File: src/rtl/clist_pkg.sv
package clist_pkg;

    localparam int CAPACITY_DEF = 64;
    localparam int NAME_BYTES   = 20;
    localparam int NAME_W       = 160;

    typedef enum logic [1:0] {
        REQ_INSERT = 2'd0,
        REQ_DELETE = 2'd1,
        REQ_NEXT   = 2'd2,
        REQ_FIRST  = 2'd3
    } t_req;

    typedef enum logic [1:0] {
        ST_DONE = 2'd0,
        ST_END  = 2'd1,
        ST_FULL = 2'd2
    } t_status;

    typedef struct packed {
        logic [31:0] name2;
        logic [63:0] name1;
        logic [63:0] name0;
        logic [7:0]  age;
        logic [7:0]  sex;
        logic [13:0] grade;
    } t_rec;

    // zero every byte past NAME_BYTES and past the first zero byte
    function automatic logic [NAME_W-1:0] clean_name(input logic [NAME_W-1:0] raw);
        logic [NAME_W-1:0] res;
        logic              ended;
        logic [7:0]        v;
        res   = '0;
        ended = 1'b0;
        for (int i = 0; i < NAME_W / 8; i++) begin
            v = raw[8*i +: 8];
            if ((i >= NAME_BYTES) || ended) begin
                v = 8'd0;
            end
            if (v == 8'd0) begin
                ended = 1'b1;
            end
            res[8*i +: 8] = v;
        end
        return res;
    endfunction

endpackage

File: src/rtl/clist_link_mem.sv
module clist_link_mem #(
    parameter int DEPTH = clist_pkg::CAPACITY_DEF,
    parameter int AW    = 6,
    parameter int DW    = 7
) (
    input  logic          i_clk,
    input  logic          i_we,
    input  logic [AW-1:0] i_waddr,
    input  logic [DW-1:0] i_wdata,
    input  logic [AW-1:0] i_raddr,
    output logic [DW-1:0] o_rdata
);
    logic [DW-1:0] r_mem [DEPTH];

    always_ff @(posedge i_clk) begin
        if (i_we) begin
            r_mem[i_waddr] <= i_wdata;
        end
        o_rdata <= r_mem[i_raddr];
    end

endmodule

File: config.mk
export PLATFORM = sky130hd
export DESIGN_NAME = clist_link_mem
export DESIGN_NICKNAME = d
export VERILOG_FILES = /design/src/rtl/clist_pkg.sv /design/src/rtl/clist_link_mem.sv
export SDC_FILE = /design/constraint.sdc
export NUM_CORES = 1
export LEC_CHECK = 0
export BUFFER_PORTS_ARGS = -buffer_cell sky130_fd_sc_hd__buf_4
export CORE_MARGIN = 5
export CORE_UTILIZATION = 45
export CTS_BUF_LIST = sky130_fd_sc_hd__clkbuf_16
export DETAILED_ROUTE_END_ITERATION = 10
export PLACE_DENSITY = 0.66
export SKIP_LAST_GASP = 1
export SYNTH_ARGS = -nofsm -noshare
export SYNTH_HDL_FRONTEND = slang
export SYNTH_SLANG_ARGS = --single-unit
File: constraint.sdc
create_clock -name i_clk -period 4.88 [get_ports i_clk]
set_input_delay 1.464 -clock i_clk [delete_from_list [all_inputs] [get_ports i_clk]]
set_output_delay 1.464 -clock i_clk [all_outputs]
set_load 0.01 [all_outputs]
==> impl_results.md <==
- Outcome: finished clean
- Worst Hold Class: flip-flop to flip-flop
- Clk root buf: clkbuf_16
- Leak: 0.00613 uW
- Iter 0 DRT Violations: 793
- Area grow syn2layout: 11.8%
- Worst clock skew: 0.0231 ns
- TritonCTS clock tree: built
- Slew @ Worst Pin: 0.917 ns
- Dpl hpwl: 23400 um
- Setup TNS: 0 ns
- Syn Nets: 848
- IO Pins: 28
- Syn avg cell area: 21.3 um2
- Warnings from Yosys: 0
- Core Region: 0.0387 mm2
- Worst skew pair latency: 0.55 ns
- Design area: 0.0197 mm2
- Pwr/cell area: 404 mW/mm2
- Critical path peak fanout: 42
- H-tree levels: 2
- Layout cell share with drive strength beyond 1: 0.239
- Global-route wire length before repair: 58100 um
- CP Data Arrival Time: 3.51 ns
- Post-CTS sizing: 0
- # rows: 72
- Congestion Overflow GR: 0
- Number of clock sinks: 455
- # DRC: 0
- Worst Path Required: 5.33 ns
- Clock slew seen by the registers of the worst setup and hold paths: 0.07 ns
- Cells after synthesis: 827
- Die height: 208 um
- Chip width: 208 um
- Max IR drop VDD: 0.182 mV
- CTS buffer count: 44
- FF+latch count, synth: 455
- Post-Syn Area: 0.0176 mm2
- Vias in the first global route: 8601
- I/O Buffers: 27
- Final ANT Viol Nets: 0
- Aggregate global-route resource usage: 0.178
- Post-DP Area: 0.0184 mm2
- Final WL: 38400 um
- Peak Freq: 326 MHz
- Crit. End Element: flip-flop
- CTS Buffer Depth: 3
- RSZ-0062 raised after global routing: no
- Die area: 0.0432 mm2
- Post-synthesis sequential area ratio: 0.771
- Initial antenna violation count: 0
- Number of max-cap violations: 0
- Worst Setup Start Kind: primary input
- Setup violators final: 0
- Setup CP Type: primary input to flip-flop
- Largest net degree at the start of global routing: 65
- Endpoints failing hold: 0
- Gpl congestion: 0.818
- Max-slew violations: 0
- DR vias: 8465
- Tcrit/Tclk final: 0.628
- Post-CTS Setup Repair Bufs: 0
- DR WL/cell: 27.1 um
- DR pass1 iterations: 5
- Post-layout nets: 887
- Vias per inst: 5.97
- Final Critical Period: 3.07 ns
- Slew HR: 0.386
- Initial Utilization: 0.455
- Count of cell types in the netlist: 38
- Cts hold-fix bufs: 0
- Total power: 7960 uW
- Filler cells: 3025
- Antenna diodes: 0
where the power goes:
group	internal, uW	switching (uW)
clock	1830	1400
combinational	151	244
sequential	4330	16.0
placed cells by master (no fill, tap or decap), types with 2 or more instances in the layout:
master / count
a21oi_1: 7
clkbuf_16: 45
clkinv_1: 7
edfxtp_1: 448
or3b_2: 2
nand3_1: 9
a32o_1: 2
a41o_1: 2
nand2b_1: 6
clkinvlp_4: 2
bufinv_16: 3
mux4_2: 112
o221ai_1: 9
a22oi_1: 8
nor3b_1: 3
buf_4: 33
or3_1: 2
nor2b_1: 5
a22o_1: 3
nor2_1: 76
nand4_1: 2
clkinv_2: 10
nor3_1: 8
o21ai_0: 3
dfxtp_1: 7
and3b_1: 3
nand3b_1: 4
o31ai_1: 8
mux2_2: 2
o22ai_1: 12
buf_12: 4
o21ai_1: 5
nand2_1: 8
a211oi_1: 4
inv_1: 14
mux2i_1: 16
cells in the mapped netlist, drive strengths merged:
cell,number,area (um2)
nand2b,6,37.5
a22o,3,26.3
nor3b,3,22.5
nand3b,4,30.0
a22oi,8,60.1
nand4b,1,8.76
nand2,8,30.0
and3,1,6.26
mux4,112,2520
o22ai,12,75.1
o221ai,9,78.8
a21oi,7,35.0
or3,2,12.5
and3b,3,26.3
clkbuf,18,67.6
edfxtp,448,13500
mux2,2,22.5
a41o,2,20.0
dfxtp,7,140
o31ai,8,60.1
buf,27,195
a21o,1,7.51
a41oi,1,8.76
or3b,2,17.5
a32o,2,20.0
nor2,76,285
a211oi,4,30.0
mux2i,16,160
inv,2,7.51
o21ai,8,40.0
nand4,2,12.5
nor2b,5,31.3
nor3,8,40.0
nand3,9,45.0
area by class of cell:
type	count	area, um2	area share
Inverter	2	7.51	0.000381
Clock inverter	35	235	0.0119
Timing Repair Buffer	38	339	0.0172
Sequential cell	455	13600	0.689
Multi-Input combinational cell	325	3770	0.191
Tap cell	518	648	0.0329
Clock buffer	45	1130	0.0571
sequential cells by signal, summed over array words and instances, names as in the netlist:
name     count
o_rdata      7
r_mem      448
stage by stage:
| stage | utilization | instances | worst slack (ns) | hold WS (ns) |
|---|---|---|---|---|
| 2_1_floorplan | - | 827 | 1.87 | 0.784 |
| 3_3_place_gp | 0.474 | 1338 | 1.22 | 0.865 |
| 3_5_place_dp | 0.474 | 1338 | 1.21 | 0.859 |
| 4_1_cts | 0.509 | 1418 | 1.79 | 0.899 |
| 5_1_grt | 0.509 | 1418 | 1.66 | 0.946 |
| 6_report | 0.509 | 1418 | 1.81 | 0.887 |
critical path: stages:
cell	delay [ns]
buf_6	0.47
buf_4	0.33
mux4_2	0.56
o22ai_1	0.22
o21ai_1	0.19
a22o_1	0.25
kinds of logic (layout without fill, tap and decap cells):
kind of cell | Yosys count | in the layout | synth area share
AO/OA/AOI/OAI | 65 | 65 | 0.0262
buffers and inverters | 47 | 120 | 0.0153
flip-flops | 455 | 455 | 0.771
multiplexers | 130 | 130 | 0.153
AND/OR/NAND/NOR | 130 | 130 | 0.0343
routing by layer:
layer  track usage  wire length (um)
met5             0                 0
met4        0.0464               888
met3        0.0349              2500
met2         0.282             18600
met1         0.259             16400
path summary, 6_finish.rpt:
kind / slack, ns / cells after the start / to / startpoint
max: 1.81 / 6 / o_rdata[6] / i_raddr[0]
max reg2reg: 3.06 / 4 / o_rdata[0] / r_mem[37][0]
min reg2reg: 0.89 / 4 / o_rdata[2] / r_mem[47][2]
min: 0.89 / 4 / o_rdata[2] / r_mem[47][2]
(Power assumes the default switching activity.)
